### config.mk
export PLATFORM = sky130hd
export DESIGN_NAME = circular_fifo_queue
export DESIGN_NICKNAME = d
export VERILOG_FILES = /design/src/sv/cfq_pkg.sv /design/src/sv/cfq_ctrl.sv /design/src/sv/cfq_dp.sv /design/src/sv/circular_fifo_queue.sv
export SDC_FILE = /design/constraint.sdc
export NUM_CORES = 1
export LEC_CHECK = 0
export BUFFER_PORTS_ARGS = -buffer_cell sky130_fd_sc_hd__buf_2
export CAP_MARGIN = 5
export CORE_AREA = 2 2 267 375
export CTS_CLUSTER_DIAMETER = 200
export DETAILED_ROUTE_END_ITERATION = 10
export DIE_AREA = 0 0 269 377
export GPL_TIMING_DRIVEN = 0
export PLACE_DENSITY = 0.44
export SKIP_LAST_GASP = 1
export SYNTH_ARGS = -nofsm -noshare
export SYNTH_HDL_FRONTEND = slang
export SYNTH_SLANG_ARGS = --single-unit
### constraint.sdc
create_clock -name clk_i -period 6.31 [get_ports clk_i]
set_clock_uncertainty 0.1 [all_clocks]
set_input_delay 0 -clock clk_i [delete_from_list [all_inputs] [get_ports clk_i]]
set_output_delay 0 -clock clk_i [all_outputs]
set_load 0.01 [all_outputs]
### src/sv/cfq_pkg.sv
// ----------------------------------------------------------------------------
// cfq_pkg
// Shared sizes, operation codes, command struct and helpers of the ring FIFO.
// ----------------------------------------------------------------------------
package cfq_pkg;

  // ring storage size and derived widths
  localparam int DEPTH = 16;
  localparam int PTR_W = (DEPTH > 1) ? $clog2(DEPTH) : 1;
  localparam int CNT_W = $clog2(DEPTH + 1);

  // fixed field widths
  localparam int CAP_W   = 5;
  localparam int DATA_W  = 32;
  localparam int COUNT_W = 5;
  localparam int KIND_W  = 2;

  localparam logic [CAP_W-1:0] CAP_RST = 5'd16;

  // operation codes
  typedef enum logic [KIND_W-1:0] {
    KIND_ENQ = 2'd0,
    KIND_DEQ = 2'd1,
    KIND_QRY = 2'd2,
    KIND_BAD = 2'd3
  } kind_e;

  // controller to datapath commands
  typedef struct packed {
    logic op_en;  // apply the operation of the accepted word
    logic rd_en;  // read front and rear entries
    logic ld_en;  // load the output register
  } cfq_cmd_t;

  // capacity in use: zero acts as one, anything above DEPTH as DEPTH
  function automatic logic [CNT_W-1:0] eff_cap(input logic [CAP_W-1:0] cap);
    logic [CNT_W-1:0] res;
    if (cap == '0) begin
      res = CNT_W'(1);
    end else if (int'(cap) > DEPTH) begin
      res = CNT_W'(DEPTH);
    end else begin
      res = CNT_W'(cap);
    end
    return res;
  endfunction

  // pointer step with wrap at the capacity in use
  function automatic logic [PTR_W-1:0] advance(input logic [PTR_W-1:0] idx,
                                               input logic [CNT_W-1:0] cap);
    logic [CNT_W-1:0] nxt;
    nxt = CNT_W'(idx) + CNT_W'(1);
    return (nxt >= cap) ? '0 : PTR_W'(nxt);
  endfunction

endpackage

### src/sv/cfq_ctrl.sv
// ----------------------------------------------------------------------------
// cfq_ctrl
// Sequencer: accept, read the ring, load the output register.
// ----------------------------------------------------------------------------
module cfq_ctrl (
  input  logic             clk_i,
  input  logic             rst_ni,
  input  logic             in_valid_i,
  output logic             in_ready_o,
  output logic             out_valid_o,
  input  logic             out_ready_i,
  output cfq_pkg::cfq_cmd_t cmd_o
);

  typedef enum logic [2:0] {
    ST_IDLE = 3'b001,
    ST_READ = 3'b010,
    ST_LOAD = 3'b100
  } state_e;

  state_e state_q, state_d;
  logic   out_valid_q, out_valid_d;
  logic   slot_free;

  // output register can take a new word
  assign slot_free = !out_valid_q || out_ready_i;

  // next state and commands
  always_comb begin
    state_d     = state_q;
    out_valid_d = out_valid_q && !out_ready_i;
    cmd_o       = '0;
    case (state_q)
      ST_IDLE: begin
        if (in_valid_i) begin
          cmd_o.op_en = 1'b1;
          state_d     = ST_READ;
        end
      end
      ST_READ: begin
        cmd_o.rd_en = 1'b1;
        state_d     = ST_LOAD;
      end
      ST_LOAD: begin
        if (slot_free) begin
          cmd_o.ld_en = 1'b1;
          out_valid_d = 1'b1;
          state_d     = ST_IDLE;
        end
      end
      default: begin
        state_d = ST_IDLE;
      end
    endcase
  end

  // state registers
  always_ff @(posedge clk_i or negedge rst_ni) begin
    if (!rst_ni) begin
      state_q     <= ST_IDLE;
      out_valid_q <= 1'b0;
    end else begin
      state_q     <= state_d;
      out_valid_q <= out_valid_d;
    end
  end

  assign in_ready_o  = (state_q == ST_IDLE);
  assign out_valid_o = out_valid_q;

endmodule

### src/sv/cfq_dp.sv
// ----------------------------------------------------------------------------
// cfq_dp
// Ring storage, pointers, fill count, capacity register and output register.
// ----------------------------------------------------------------------------
module cfq_dp (
  input  logic                             clk_i,
  input  logic                             rst_ni,
  input  cfq_pkg::cfq_cmd_t                cmd_i,
  input  logic                             cfg_we_i,
  input  logic [cfq_pkg::CAP_W-1:0]        cfg_wdata_i,
  input  logic [cfq_pkg::KIND_W-1:0]       kind_i,
  input  logic signed [cfq_pkg::DATA_W-1:0] value_i,
  output logic                             accepted_o,
  output logic signed [cfq_pkg::DATA_W-1:0] front_value_o,
  output logic signed [cfq_pkg::DATA_W-1:0] rear_value_o,
  output logic [cfq_pkg::COUNT_W-1:0]      count_o,
  output logic                             is_empty_o,
  output logic                             is_full_o
);

  logic [cfq_pkg::DATA_W-1:0] mem_q [cfq_pkg::DEPTH];

  logic [cfq_pkg::CAP_W-1:0] cap_q;
  logic [cfq_pkg::PTR_W-1:0] head_q, head_d;
  logic [cfq_pkg::PTR_W-1:0] tail_q, tail_d;
  logic [cfq_pkg::CNT_W-1:0] cnt_q, cnt_d;
  logic                      acc_q, acc_d;
  logic                      wr_en;
  logic [cfq_pkg::CNT_W-1:0] cap_eff;
  logic [cfq_pkg::PTR_W-1:0] rear_idx;
  logic [cfq_pkg::DATA_W-1:0] front_q, rear_q;
  cfq_pkg::kind_e            kind;

  assign cap_eff = cfq_pkg::eff_cap(cap_q);
  assign kind    = cfq_pkg::kind_e'(kind_i);

  // operation decode
  always_comb begin
    head_d = head_q;
    tail_d = tail_q;
    cnt_d  = cnt_q;
    acc_d  = 1'b0;
    wr_en  = 1'b0;
    case (kind)
      cfq_pkg::KIND_ENQ: begin
        if (cnt_q < cap_eff) begin
          wr_en  = 1'b1;
          tail_d = cfq_pkg::advance(tail_q, cap_eff);
          cnt_d  = cnt_q + cfq_pkg::CNT_W'(1);
          acc_d  = 1'b1;
        end
      end
      cfq_pkg::KIND_DEQ: begin
        if (cnt_q != '0) begin
          head_d = cfq_pkg::advance(head_q, cap_eff);
          cnt_d  = cnt_q - cfq_pkg::CNT_W'(1);
          acc_d  = 1'b1;
        end
      end
      cfq_pkg::KIND_QRY: begin
        acc_d = 1'b1;
      end
      default: begin
        acc_d = 1'b0;
      end
    endcase
  end

  // pointer, count and capacity registers; a capacity write empties the ring
  always_ff @(posedge clk_i or negedge rst_ni) begin
    if (!rst_ni) begin
      cap_q  <= cfq_pkg::CAP_RST;
      head_q <= '0;
      tail_q <= '0;
      cnt_q  <= '0;
    end else if (cfg_we_i) begin
      cap_q  <= cfg_wdata_i;
      head_q <= '0;
      tail_q <= '0;
      cnt_q  <= '0;
    end else if (cmd_i.op_en) begin
      head_q <= head_d;
      tail_q <= tail_d;
      cnt_q  <= cnt_d;
    end
  end

  // accept flag of the word in flight
  always_ff @(posedge clk_i) begin
    if (cmd_i.op_en) begin
      acc_q <= acc_d;
    end
  end

  // newest entry sits just behind the tail
  assign rear_idx = (tail_q == '0) ? cfq_pkg::PTR_W'(cap_eff - cfq_pkg::CNT_W'(1))
                                   : tail_q - cfq_pkg::PTR_W'(1);

  // ring storage, one write port, two registered read ports
  always_ff @(posedge clk_i) begin
    if (cmd_i.op_en && wr_en) begin
      mem_q[tail_q] <= value_i;
    end
    if (cmd_i.rd_en) begin
      front_q <= mem_q[head_q];
      rear_q  <= mem_q[rear_idx];
    end
  end

  // output register
  always_ff @(posedge clk_i) begin
    if (cmd_i.ld_en) begin
      accepted_o    <= acc_q;
      front_value_o <= (cnt_q == '0) ? '1 : front_q;
      rear_value_o  <= (cnt_q == '0) ? '1 : rear_q;
      count_o       <= cfq_pkg::COUNT_W'(cnt_q);
      is_empty_o    <= (cnt_q == '0);
      is_full_o     <= (cnt_q == cap_eff);
    end
  end

endmodule

### src/sv/circular_fifo_queue.sv
// ----------------------------------------------------------------------------
// circular_fifo_queue
// Ring-buffer FIFO of signed 32-bit values with a programmable capacity.
// ----------------------------------------------------------------------------
// Each input word is an enqueue, a dequeue or a status query, and each one
// returns exactly one output word with the accept flag, the front and rear
// values (-1 when empty), the fill count and the empty/full flags after the
// operation. One word is in flight at a time. The accepting step applies the
// operation, the read step does the registered read of the ring storage and
// the load step then loads the output register. A new input word is taken
// only after the previous word has been loaded into the output register.
// A finished output word may wait for out_ready_i while the next
// input word is already taken. That word then waits in the load step until
// the output register is free, and the input stalls meanwhile.
// Writing the capacity register empties the queue; capacity 0 acts as 1 and
// values above the ring depth act as the depth.
module circular_fifo_queue (
  input  logic                              clk_i,
  input  logic                              rst_ni,
  input  logic                              cfg_we_i,
  input  logic [cfq_pkg::CAP_W-1:0]         cfg_wdata_i,
  input  logic                              in_valid_i,
  output logic                              in_ready_o,
  input  logic [cfq_pkg::KIND_W-1:0]        kind_i,
  input  logic signed [cfq_pkg::DATA_W-1:0] value_i,
  output logic                              out_valid_o,
  input  logic                              out_ready_i,
  output logic                              accepted_o,
  output logic signed [cfq_pkg::DATA_W-1:0] front_value_o,
  output logic signed [cfq_pkg::DATA_W-1:0] rear_value_o,
  output logic [cfq_pkg::COUNT_W-1:0]       count_o,
  output logic                              is_empty_o,
  output logic                              is_full_o
);

  cfq_pkg::cfq_cmd_t cmd;

  // sequencer
  cfq_ctrl u_ctrl (
    .clk_i       (clk_i),
    .rst_ni      (rst_ni),
    .in_valid_i  (in_valid_i),
    .in_ready_o  (in_ready_o),
    .out_valid_o (out_valid_o),
    .out_ready_i (out_ready_i),
    .cmd_o       (cmd)
  );

  // storage and result datapath
  cfq_dp u_dp (
    .clk_i         (clk_i),
    .rst_ni        (rst_ni),
    .cmd_i         (cmd),
    .cfg_we_i      (cfg_we_i),
    .cfg_wdata_i   (cfg_wdata_i),
    .kind_i        (kind_i),
    .value_i       (value_i),
    .accepted_o    (accepted_o),
    .front_value_o (front_value_o),
    .rear_value_o  (rear_value_o),
    .count_o       (count_o),
    .is_empty_o    (is_empty_o),
    .is_full_o     (is_full_o)
  );

endmodule

Word level (Yosys, flattened, before mapping)
Memory sizes are Yosys's and may differ from the RTL's. A register that Yosys moved wholly into a read port is not among the register bits.
Cells that the tools add are included.
{"block": "word_totals", "register_bits": 95, "ramBits": 512, "inputBits": 44, "wordCells": 88, "memories": 1}
{"memory": "u_dp.mem_q", "depth": 16, "width": 32, "rd": 2, "rd_clocked_by_memory_dff": 2, "write_ports": 1, "line": "cfq_dp.sv:21", "text": "logic [cfq_pkg::DATA_W-1:0] mem_q [cfq_pkg::DEPTH];"}
{"block": "op_classes", "n_addsub": 6, "magnitude_cmp": 4, "n_eq_ne": 10, "n_mux": 34, "n_reduce_logical": 20}
{"op": "4-bit two-way mux", "count": 11}
{"op": "5-bit two-way mux", "count": 6}
{"op": "1-bit two-way mux", "count": 12}
{"op": "4-bit by 1-bit adder with 5-bit output, second input constant", "count": 2}
{"op": "5-bit >= comparator", "count": 2}
{"op": "5-bit zero test", "count": 2}
{"op": "5-bit case mux with 2 select lines", "count": 1}
{"op": "2-bit nonzero test", "count": 5}
{"op": "3-bit case mux with 3 select lines", "count": 1}
{"op": "4-bit by 1-bit subtractor with 4-bit output, second input constant", "count": 2}
{"op": "3-bit two-way mux", "count": 2}
{"op": "3-bit by 2-bit != test with 1-bit output, second input constant", "count": 2}
{"op": "3-bit AND reduction", "count": 2}
{"op": "5-bit by 1-bit adder with 5-bit output, second input constant", "count": 1}
{"op": "5-bit equality test", "count": 1}
{"op": "5-bit greater-than comparator, second input constant", "count": 1}
{"op": "5-bit less-than comparator", "count": 1}
{"op": "5-bit nonzero test", "count": 1}
{"op": "5-bit by 1-bit subtractor with 5-bit output, second input constant", "count": 1}
{"op": "4-bit zero test", "count": 1}
{"op": "4-bit AND reduction", "count": 1}
{"op": "3-bit by 1-bit equality test with 1-bit output, second input constant", "count": 1}
{"op": "3-bit by 2-bit equality test with 1-bit output, second input constant", "count": 1}
{"op": "3-bit equality test, second input constant", "count": 1}
{"op": "other kinds (11)", "count": 13}

Depth between registers and ports, before layout
Gate-level depths: netlist of the first run.
{"block": "logic_depth", "ltp_word": 9, "ltp_mapped": 14}

Hierarchy
From an unflattened synthesis of the first run, not the netlist that was laid out.
{"block": "unflattened", "cells_unflattened": 2743, "hier_area_um2": 33377.0}
{"module": "cfq_dp", "n_inst": 1, "cells_per_inst": 2724, "area_per_inst_um2": 33155.5, "seq_area_each_um2": 19940.4}
{"module": "cfq_ctrl", "n_inst": 1, "cells_per_inst": 19, "area_per_inst_um2": 221.5, "seq_area_each_um2": 101.3}

Worst setup path after synthesis of the first run
Ideal clock, no wire load.
{"block": "synth_path", "path_type": "register to register", "start": "register u_dp.cap_q[4] in the netlist's numbering", "end": "memory u_dp.mem_q[1][0] in the netlist's numbering, enable pin", "arrival_ps": 4123, "setup_slack_ps": 1626, "path_stages_with_launch": 9, "n_path_buf": 0, "period_less_slack_ps": 4684, "path_cell_list": "dfstp_2 > clkinv_1 > nand2_1 > ha_1 > a21o_1 > a21o_1 > nor4b_4 > nand2_1 > nor3_1"}
{"block": "synth_via", "elab_chain_len": 9, "word_cells_on_any_way": 10}
{"element": "from (decl)", "line": "cfq_dp.sv:23", "text": "logic [cfq_pkg::CAP_W-1:0] cap_q;"}
{"element": "from (signal assigned)", "line": "cfq_dp.sv:72", "text": "cap_q <= cfq_pkg::CAP_RST;"}
{"element": "from (signal assigned)", "line": "cfq_dp.sv:77", "text": "cap_q <= cfg_wdata_i;"}
{"element": "5-bit greater-than comparator", "line": "cfq_pkg.sv:40", "text": "end else if (int'(cap) > DEPTH) begin"}
{"element": "5-bit two-way mux", "line": "cfq_pkg.sv:40"}
{"element": "5-bit two-way mux (*)", "line": "cfq_pkg.sv:38", "text": "if (cap == '0) begin"}
{"element": "5-bit less-than comparator (*)", "line": "cfq_dp.sv:46", "text": "if (cnt_q < cap_eff) begin"}
{"element": "1-bit two-way mux (*)", "line": "cfq_dp.sv:46"}
{"element": "1-bit two-way mux (*)", "line": "cfq_dp.sv:44", "text": "case (kind)"}
{"element": "1-bit logical AND (*)", "line": "cfq_dp.sv:101", "text": "if (cmd_i.op_en && wr_en) begin"}
{"element": "1-bit two-way mux (*)", "line": "cfq_dp.sv:101"}
{"element": "1-bit two-way mux (implied by the code) (*)", "line": "cfq_dp.sv:102", "text": "mem_q[tail_q] <= value_i;"}
{"element": "to (decl)", "line": "cfq_dp.sv:21"}
Every way passes the cells marked *; elsewhere a longest branch is shown, timed or not.

Worst setup path after layout of the first run
{"block": "layout_path", "start": "register u_dp.tail_q[0] in the netlist's numbering", "end": "register u_dp.rear_q[7] in the netlist's numbering, read port of u_dp.mem_q (data pin)"}
{"block": "layout_via", "elab_chain_len": 2, "word_cells_on_any_way": 3}
{"element": "from (decl)", "line": "cfq_dp.sv:25", "text": "logic [cfq_pkg::PTR_W-1:0] tail_q, tail_d;"}
{"element": "from (signal assigned)", "line": "cfq_dp.sv:83", "text": "tail_q <= tail_d;"}
{"element": "4-bit by 1-bit subtractor with 4-bit output / 4-bit zero test (equally long branches)", "line": "cfq_dp.sv:97, cfq_dp.sv:96"}
{"element": "4-bit two-way mux (*)", "line": "cfq_dp.sv:96", "text": "assign rear_idx = (tail_q == '0) ? cfq_pkg::PTR_W'(cap_eff - cfq_pkg::CNT_W'(1))"}
{"element": "to (decl)", "line": "cfq_dp.sv:31", "text": "logic [cfq_pkg::DATA_W-1:0] front_q, rear_q;"}
Marks and branches as above.
A chain may end at the register's enable or synchronous reset.

==> results of run 1 <==
==> state kept, by name (all words and copies together), names as in the netlist, 3 cells and up <==
signal / count
u_dp.mem_q: 512
u_dp.cap_q: 5
u_ctrl.state_q: 3
u_dp.tail_q: 4
u_dp.front_q: 32
u_dp.rear_q: 32
u_dp.head_q: 4
u_dp.count_o: 5
u_dp.front_value_o: 32
u_dp.cnt_q: 5
u_dp.rear_value_o: 32
==> power groups by stage <==
stage	combinational [mW]	clock (mW)	sequential, mW
after floorplan	1.07	0	5.22
after global placement	1.76	0	5.25
after detailed placement	1.82	0	5.22
after CTS	1.86	4.28	5.13
after global routing	1.94	4.44	5.14
final	1.82	4.17	5.13
==> Yosys cell counts (6+ instances only) <==
| library cell | instances |
|---|---|
| mux4_2 | 284 |
| ha_1 | 24 |
| a21o_1 | 9 |
| o21ai_0 | 8 |
| buf_1 | 6 |
| clkbuf_1 | 50 |
| a21oi_1 | 8 |
| edfxtp_1 | 649 |
| nand2b_1 | 6 |
| inv_1 | 9 |
| buf_2 | 26 |
| dfrtp_1 | 20 |
| nand2_1 | 45 |
| a22oi_1 | 63 |
| nor2_1 | 34 |
| nor2b_1 | 7 |
| mux2_2 | 7 |
| nand3_1 | 10 |
| nor3_1 | 7 |
| or2_2 | 64 |
==> worst register-to-register path: cells and delay by family, from the launching register on <==
family                   cells  cell delay [ps]
buffers and inverters        3             1020
multiplexers                 1              580
AO/OA/AOI/OAI                1              190
flip-flops                   1              530
AND/OR/NAND/NOR              6             1470
adder cells (fa/ha/maj)      2              610
==> worst paths after layout <==
| check | from | endpoint | cells after the start |
|---|---|---|---|
| max in group asynchronous | rst_ni | u_dp.cap_q[3] | 4 |
| min in group asynchronous | rst_ni | u_ctrl.state_q[0] | 3 |
| max | u_dp.tail_q[0] | u_dp.rear_q[7] | 13 |
| min | in_valid_i | u_ctrl.state_q[1] | 3 |
| max reg2reg | u_dp.tail_q[0] | u_dp.rear_q[7] | 13 |
| min reg2reg | u_dp.acc_q | u_dp.accepted_o | 0 |
==> logic make-up after synthesis <==
| group | after synthesis | synth area share |
|---|---|---|
| flops | 671 | 0.685 |
| mux | 295 | 0.223 |
| simple gates | 190 | 0.0351 |
| compound gates | 116 | 0.0291 |
| buf+inv | 96 | 0.0145 |
| fa+ha+maj | 25 | 0.0109 |
| xor+xnor | 9 | 0.00269 |
==> area by class of cell <==
cell class / instances / share of cell area
Multi-Input combinational cell: 635 / 0.253
Sequential cell: 671 / 0.568
Antenna cell: 1 / 0.0000709
Clock buffer: 84 / 0.0535
Inverter: 10 / 0.00106
Timing Repair Buffer: 222 / 0.0569
Clock inverter: 36 / 0.0101
Tap cell: 1311 / 0.0465
Buffer: 86 / 0.0110
==> layer usage <==
metal / vias to the layer above / wire length [um] / track usage
met5: - / 26 / 0
met1: 8753 / 40200 / 0.251
met4: 4 / 3080 / 0.0719
met3: 152 / 5230 / 0.0312
li1: 6579 / - / -
met2: 652 / 49100 / 0.331
==> stage by stage <==
step | power [mW] | util
6_report | 11.1 | 0.361
3_3_place_gp | 7.01 | 0.322
2_1_floorplan | 6.29 | -
3_5_place_dp | 7.04 | 0.331
4_1_cts | 11.3 | 0.360
5_1_grt | 11.5 | 0.361
==> key figures, run 1 <==
STA
  • Sum of negative setup slack: 0 ps
  • Fmax: 207 MHz
  • RSZ-0062 raised after global routing: no
  • Slew headroom: 0.0371
  • Post-route minimum period: 4820 ps
  • Endpoints failing setup: 0
  • Final period util: 0.764
  • Worst-Margin Slew: 1440 ps
  • Hold WS: 56.5 ps
  • Endpoints failing hold: 0
  • Final Max Slew Viols: 0
  • Setup ws final: 1490 ps

Clocking
  • Reg clk slew, reported paths: 70 ps
  • Clock buffer depth: 3
  • H-Tree Level Count: 3
  • Setup bufs post-CTS: 0
  • Post-cts sizing count: 0
  • Worst-Skew Late Latency: 670 ps
  • TritonCTS sink count: 671
  • CTS Hold Bufs: 58
  • Root buf cell: clkbuf_16
  • TritonCTS Buffers: 71
  • TritonCTS clock tree: built

Critical path
  • Slowest cell delay on critical path: 600 ps
  • CP bufs+invs: 3
  • Arr. time, crit path: 5080 ps
  • Critical Path Slowest Stage Cell: buf_2
  • Crit end category: flip-flop
  • R2R Setup Slk: 1490 ps
  • Worst Path Required: 6570 ps
  • Critical path cell sequence: inv_1 -> ha_1 -> or3b_2 -> nand2_1 -> nand2_1 -> inv_1 -> ha_1 -> nor3_2 -> nor2_4 -> buf_2 -> mux4_2 -> a22oi_1 -> nand2_1
  • Crit Path Category: reg2reg
  • Crit path max-delay family: simple AND/OR/NAND/NOR gates
  • Worst path most repeated cell: nand2_1
  • CP max FO: 10
  • Worst Setup Start Kind: flip-flop

GRT
  • Initial antenna violation count: 4
  • Vias in the first global route: 17000
  • Overall Global Routing Usage: 0.195
  • Total grt overflow: 0
  • First-pass GRT wire length: 135 mm
  • Largest net degree at the start of global routing: 29

Synthesis
  • Asr flop ratio synth: 0.0328
  • Leading area contributor after synthesis: edfxtp_1
  • EDFF count, synth: 649
  • Area contributors post-synth: edfxtp_1 (67%), mux4_2 (22%), dfrtp_1 (1.7%)
  • Yosys warning total: 0
  • Ys flop type: edfxtp_1
  • Top-area cell type share of the netlist area: 0.666
  • Mean post-synth cell area: 20.9 sq um
  • Synth unique cells: 54
  • Synth Register Bits: 671
  • Post-Syn Nets: 1471
  • Mapped Area: 29300 sq um
  • Synthesized instance count: 1402
  • Post-synthesis sequential area ratio: 0.685

Flow run
  • Max cap viols: 0

Layout
  • Synthesis-to-layout area growth: 20.6%
  • Share of cells above drive strength 1: 0.385
  • Most frequent cells in the layout: edfxtp_1 (649), mux4_2 (284), buf_2 (143)
  • Commonest non-fill, non-tap cell in the layout: edfxtp_1
  • FF+latch area: 20000 sq um
  • Fin nets: 1766
  • Multi-input logic area: 8920 sq um
  • Fill cell count: 9082
  • Final instance area: 35300 sq um
  • Fin cells: 3056

Floorplan
  • Die Y: 377 um
  • Die W: 269 um
  • Core Footprint: 97800 sq um
  • Die area: 101000 sq um
  • Io pins: 118
  • Initial cell density of the core: 0.299
  • Row Count: 136

Route
  • Drt wl/cell: 32.0 um
  • Initial DRC count: 1864
  • Vias: 16100
  • DRC: 0
  • Initial DRT Pass Iterations: 5
  • Vias per Instance: 5.28
  • WL final: 97.7 mm
  • Antenna Nets Post-Route: 0

Power
  • Combinational share of power: 0.164
  • Leakage: 11.1 nW
  • Power per cell area: 315 nW/um^2
  • Internal power: 8.22 mW
  • Peak supply drop: 212 uV
  • Sw Pwr: 2.91 mW
  • Reg power frac: 0.461
  • Clk pwr share: 0.375
  • Sw frac: 0.261

Place
  • Gpl congestion: 0.815
  • Port bufs: 117
  • Dpl hpwl: 63.7 mm
  • Inst Count DP: 2875
  • Place WS: 1530 ps
  • Placed cell areas: 32400 sq um

Status
  • Status: completed

Min path
  • Hold/Removal Path Class: in2reg
Note: power is estimated with default switching activity, not from simulation.
==> run 2, diff against run 1 <==
Settings changed: ABC_AREA set to 1, CORE_AREA 2 2 267 375 to 2 2 284 398, DIE_AREA 0 0 269 377 to 0 0 286 400.
Clock period 6.31 ns to 4.6 ns, I/O delays scaled along.
==> run 2 against run 1 <==
Effect of this change:
- synthesized cell count grew 140%
- fmax grew 5.7%
- combinational power grew 140%
- largest power group unchanged
- area after synthesis grew 13%
- critical endpoint is now u_dp.rear_q[5]
- routed wire length grew 52%
- via count grew 73%
- global-route usage grew 6.1 points
==> key figures, run 2 <==
Clocking
  • Reg clk slew, reported paths: 70 ps
  • TritonCTS Buffers: 72
  • Setup bufs post-CTS: 0
  • TritonCTS sink count: 671
  • Root buf cell: clkbuf_16
  • Worst-Skew Late Latency: 670 ps
  • H-Tree Level Count: 3
  • TritonCTS clock tree: built
  • Clock buffer depth: 3

Route
  • Vias: 27800
  • Antenna Nets Post-Route: 0
  • Vias per Instance: 5.39
  • DRC: 0
  • Drt wl/cell: 28.7 um
  • WL final: 148 mm
  • Initial DRT Pass Iterations: 6
  • Initial DRC count: 3211

Layout
  • Multi-input logic area: 10300 sq um
  • Most frequent cells in the layout: nand3_1 (661), edfxtp_1 (649), nand2_1 (503)
  • Largest register FFs: 512
  • Synthesis-to-layout area growth: 18.5%
  • FF+latch area: 20000 sq um
  • Commonest non-fill, non-tap cell in the layout: nand3_1
  • Reg with most FFs: u_dp.mem_q
  • Fill cell count: 11300
  • Share of cells above drive strength 1: 0.117
  • Fin nets: 3712

GRT
  • Overall Global Routing Usage: 0.256
  • Vias in the first global route: 26800
  • Total grt overflow: 0
  • First-pass GRT wire length: 204 mm
  • Initial antenna violation count: 9
  • Largest net degree at the start of global routing: 33

Synthesis
  • Leading area contributor after synthesis: edfxtp_1
  • Mapped Area: 33000 sq um
  • Post-synthesis sequential area ratio: 0.608
  • Most common cell in the netlist: nand3_1
  • Area contributors post-synth: edfxtp_1 (59%), nand3_1 (10%), nand2_1 (5.7%)
  • Ys flop type: edfxtp_1
  • EDFF count, synth: 649
  • Synth unique cells: 37
  • Asr flop ratio synth: 0.0328
  • Top-area cell type share of the netlist area: 0.591
  • Synth cell count leaders: nand3_1 (661), edfxtp_1 (649), nand2_1 (503)
  • Synth Register Bits: 671
  • Synthesized instance count: 3362
  • Mean post-synth cell area: 9.81 sq um
  • Post-Syn Nets: 3431
  • Yosys warning total: 0

STA
  • Slew headroom: 0.0853
  • Endpoints failing hold: 0
  • Endpoints failing setup: 0
  • RSZ-0062 raised after global routing: no
  • Post-route minimum period: 4560 ps
  • Hold WS: 38.5 ps
  • Final Max Slew Viols: 0
  • Worst-Margin Slew: 1370 ps
  • Final period util: 0.992
  • Fmax: 219 MHz

Flow run
  • Max cap viols: 0

Critical path
  • RR Startpoint: u_dp.tail_q[0]
  • Worst Path Required: 5000 ps
  • CP max FO: 10
  • Crit path max-delay family: buffers and inverters
  • Crit Path Category: reg2reg
  • Crit end category: flip-flop
  • R2R Setup Slk: 40 ps
  • Critical Path Slowest Stage Cell: buf_1
  • CP bufs+invs: 7
  • RR Endpoint: u_dp.rear_q[5]
  • Arr. time, crit path: 4960 ps
  • Critical path cell sequence: inv_1 -> ha_1 -> inv_2 -> nor2_4 -> nand3_1 -> buf_4 -> nand2_8 -> buf_6 -> buf_2 -> ha_1 -> clkbuf_2 -> buf_1 -> nand3_1 -> nand3_1 -> nand3_1 -> nand2_1
  • Slowest cell delay on critical path: 740 ps
  • Worst Setup Start Kind: flip-flop
  • Reg2Reg Depth: 16
  • Worst path most repeated cell: nand3_1

Min path
  • Hold EP: u_ctrl.state_q[1]
  • Hold path cells: 4
  • Hold/Removal Path Class: in2reg
  • Hold Startpoint: in_valid_i

Floorplan
  • Row Count: 145
  • Die area: 114000 sq um
  • Io pins: 118
  • Die W: 286 um
  • Core Footprint: 111000 sq um
  • Initial cell density of the core: 0.297
  • Die Y: 400 um

Power
  • Peak supply drop: 275 uV
  • Power per cell area: 443 nW/um^2
  • Leakage: 15.1 nW
  • Total power: 17.3 mW

Place
  • Gpl congestion: 0.936
  • Port bufs: 117
  • Dpl hpwl: 103 mm

Status
  • Status: completed
## run 2: cell types whose count changed after synthesis, sizes merged, moves of 95 or more
cell and delta:
nand3 +652, nand2 +462, inv +451, mux4 -284, o21ai +242, a21oi +222, clkbuf +95, nand3b +95
## run 2: kinds of logic (layout without fill, tap and decap cells)
group           count (synthesis)  after routing  share of synthesized area
buf+inv                       705           1038                     0.0841
xor+xnor                       10             10                    0.00311
other cells                     0              2                          0
flops                         671            671                      0.608
simple gates                 1374           1374                      0.199
compound gates                577            577                     0.0964
fa+ha+maj                      25             25                    0.00971
## run 2: what timing repair did
item,CTS,global route
endpoints found under the setup margin,32,32
hold buffers,65,0
hold endpoints to repair,569,0
resized for setup,24,25
## run 2: how the worst max path moves through the flow
stage,start,depth (start not counted),slack [ps],endpoint
floorplan,u_ctrl.state_q[1],3,380,u_dp.accepted_o
global placement,u_dp.cap_q[4],10,-2290,u_dp.mem_q[7][7]
detailed placement,u_dp.tail_q[0],17,-540,u_dp.rear_q[17]
CTS,u_dp.tail_q[0],16,-30,u_dp.rear_q[15]
global route,u_dp.tail_q[0],16,3,u_dp.rear_q[9]
finish,u_dp.tail_q[0],16,40,u_dp.rear_q[5]
## run 2: final cells by class
cell class | count | area share
Antenna cell | 2 | 0.000128
Buffer | 245 | 0.0280
Clock buffer | 87 | 0.0492
Clock inverter | 39 | 0.00845
Inverter | 460 | 0.0442
Multi-Input combinational cell | 1986 | 0.264
Sequential cell | 671 | 0.513
Tap cell | 1470 | 0.0471
Timing Repair Buffer | 207 | 0.0464
## run 2: power by group
group	switching [mW]	internal, mW	total (mW)
Clock	2.59	3.25	5.84
Combinational	3.23	1.10	4.33
Sequential	0.0728	7.05	7.13
## run 2: tightest hold or removal path, stage by stage
cell,delay [ps]
dlygate4sd3_1,530
buf_2,110
inv_1,40
nor2_1,90
## run 2: layer usage
layer | share of wire | global-route usage | routed length (um) | up-vias
met2 | 0.47 | 0.429 | 70200 | 1567
met4 | 0.068 | 0.157 | 10100 | 14
met3 | 0.084 | 0.0521 | 12400 | 521
met1 | 0.38 | 0.301 | 55700 | 13500
li1 | - | - | - | 12200
met5 | 0.00058 | 0 | 86 | -
## run 2: through the flow
| step | TNS, ps | instances | cell area, sq um | setup WS [ps] | utilization |
|---|---|---|---|---|---|
| final | 0 | 5167 | 39100 | 35.8 | 0.352 |
| after global routing | 0 | 5166 | 39100 | 2.77 | 0.352 |
| after CTS | -31.2 | 5165 | 39100 | -31.2 | 0.352 |
| after detailed placement | -9730 | 4974 | 36100 | -538 | 0.325 |
| after global placement | -1131340 | 4949 | 35400 | -2290 | 0.319 |
| after floorplan | 0 | 3362 | 33000 | 381 | - |
==> run 3, diff against run 2 <==
Settings changed: ABC_AREA 1 to unset, CORE_AREA 2 2 284 398 to 2 2 267 375, DIE_AREA 0 0 286 400 to 0 0 269 377.
==> run 3 against run 2 <==
Effect of this change:
- hold slack improved by 46 ps
- via count shrank 41%
- non-clock buffer count is 143 lower
- critical path type unchanged
- first-iteration DRC count shrank 39%
- design area fell by 8.5%
- count of clock-buffer cells in the layout down 5
- critical path depth fell by 4
==> key figures, run 3 (synthesis results as in run 1) <==
Status
  • Status: completed

Floorplan
  • Die Y: 377 um
  • Die area: 101000 sq um
  • Initial cell density of the core: 0.299
  • Core Footprint: 97800 sq um
  • Die W: 269 um
  • Io pins: 118
  • Row Count: 136

Clocking
  • Worst-Skew Late Latency: 670 ps
  • TritonCTS clock tree: built
  • TritonCTS sink count: 671
  • Reg clk slew, reported paths: 60 ps
  • H-Tree Level Count: 3
  • TritonCTS Buffers: 71
  • Root buf cell: clkbuf_16
  • Clock buffer depth: 3

Layout
  • Reg with most FFs: u_dp.mem_q
  • Fin nets: 1767
  • Largest register FFs: 512
  • Most frequent cells in the layout: edfxtp_1 (649), mux4_2 (284), buf_2 (137)
  • Share of cells above drive strength 1: 0.397
  • Commonest non-fill, non-tap cell in the layout: edfxtp_1
  • Core Util, Final: 0.365
  • Synthesis-to-layout area growth: 22.2%
  • Fin cells: 3065

Critical path
  • Crit path max-delay family: simple AND/OR/NAND/NOR gates
  • RR Endpoint: u_dp.rear_q[18]
  • Worst setup path endpoint: u_dp.rear_q[18]
  • Critical path cell sequence: inv_1 -> ha_2 -> or3b_2 -> nand2_1 -> nand2_1 -> inv_2 -> ha_1 -> inv_1 -> nor2_1 -> clkbuf_1 -> a22oi_1 -> nand2_1
  • RR Startpoint: u_dp.tail_q[0]
  • Arr. time, crit path: 4800 ps
  • CP max FO: 10
  • Reg2Reg Depth: 12
  • CP bufs+invs: 4
  • Worst Path Required: 5000 ps
  • Crit Path Category: reg2reg
  • Worst Setup Start Kind: flip-flop
  • Worst setup path start: u_dp.tail_q[0]
  • CP Depth: 12
  • Worst path most repeated cell: nand2_1
  • Critical Path Slowest Stage Cell: clkbuf_1
  • Slowest cell delay on critical path: 870 ps
  • R2R Setup Slk: 200 ps
  • Crit end category: flip-flop

STA
  • Worst-Margin Slew: 1300 ps
  • Post-route minimum period: 4400 ps
  • Endpoints failing hold: 0
  • Sum of negative setup slack: 0 ps
  • Final period util: 0.957
  • RSZ-0062 raised after global routing: no
  • Final Max Slew Viols: 0
  • Slew headroom: 0.135
  • Endpoints failing setup: 0
  • Setup ws final: 200 ps
  • Fmax: 227 MHz

Place
  • Dpl hpwl: 64.8 mm
  • Inst Count DP: 2875
  • Gpl congestion: 0.823
  • Port bufs: 117
  • Place WS: -160 ps

Min path
  • Hold/Removal Path Class: in2reg

Route
  • Drt wl/cell: 32.2 um
  • Vias: 16400
  • DRC: 0
  • WL final: 98.8 mm
  • Initial DRC count: 1966
  • Vias per Instance: 5.34
  • Antenna Nets Post-Route: 0
  • Initial DRT Pass Iterations: 5

GRT
  • Total grt overflow: 0
  • First-pass GRT wire length: 136 mm
  • Overall Global Routing Usage: 0.197
  • Vias in the first global route: 17300
  • Initial antenna violation count: 4
  • Largest net degree at the start of global routing: 30

Flow run
  • Max cap viols: 0

Power
  • Peak supply drop: 257 uV
  • Total power: 15.7 mW
  • Leakage: 11.3 nW
  • Power per cell area: 439 nW/um^2
==> run 3: what timing repair did <==
| item | 4_1_cts | 5_1_grt |
|---|---|---|
| gates cloned | 0 | 0 |
| resized for setup | 4 | 7 |
| endpoints found under the hold margin | 578 | 0 |
| buffers inserted | 2 | 2 |
| setup endpoints to repair | 28 | 40 |
| hold buffers | 56 | 0 |
| pin swaps | 1 | 1 |
==> run 3: layer usage <==
metal,track usage,wire (um),vias up
met3,0.0313,5960,179
met5,0,41,-
met1,0.251,39000,8878
met2,0.335,50100,702
li1,-,-,6598
met4,0.0810,3670,6
==> run 3: how the worst min path moves through the flow <==
stage | slack, ps | cells after the start | start | to
floorplan | -400 | 0 | rst_ni | u_ctrl.out_valid_o
global placement | -70 | 1 | rst_ni | u_dp.cnt_q[2]
detailed placement | -70 | 1 | rst_ni | u_dp.cnt_q[2]
CTS | 30 | 3 | in_valid_i | u_ctrl.state_q[1]
global route | 90 | 3 | in_valid_i | u_ctrl.state_q[1]
finish | 80 | 3 | in_valid_i | u_ctrl.state_q[1]
==> run 3: worst register-to-register path, stage by stage, from the launching register on <==
cell and delay [ps]:
dfrtp_2 490, inv_1 150, ha_2 280, or3b_2 540, nand2_1 140, nand2_1 160, inv_2 180, ha_1 230
inv_1 120, nor2_1 500, clkbuf_1 870, a22oi_1 300, nand2_1 190
==> run 3: power breakdown <==
group | switching [mW] | total [mW] | internal [mW]
clock network | 2.53 | 6.07 | 3.54
registers | 0.0765 | 7.04 | 6.96
logic | 1.52 | 2.57 | 1.05
total | 4.12 | 15.7 | 11.6
==> run 3: metrics by stage <==
step / hold slack (ps) / area (sq um)
final: 84.7 / 35700
after floorplan: -396 / 29300
after global placement: -68.4 / 31500
after CTS: 34.9 / 35700
after global routing: 88.1 / 35700
after detailed placement: -69.8 / 32700
==> run 3: layout make-up <==
type	instances	area (sq um)
Multi-Input combinational cell	635	8940
Sequential cell	671	20000
Clock inverter	46	552
Fill cell	8958	62100
Buffer	86	410
Inverter	10	37.5
Tap cell	1311	1640
Timing Repair Buffer	223	2260
Clock buffer	82	1860
Antenna cell	1	2.50
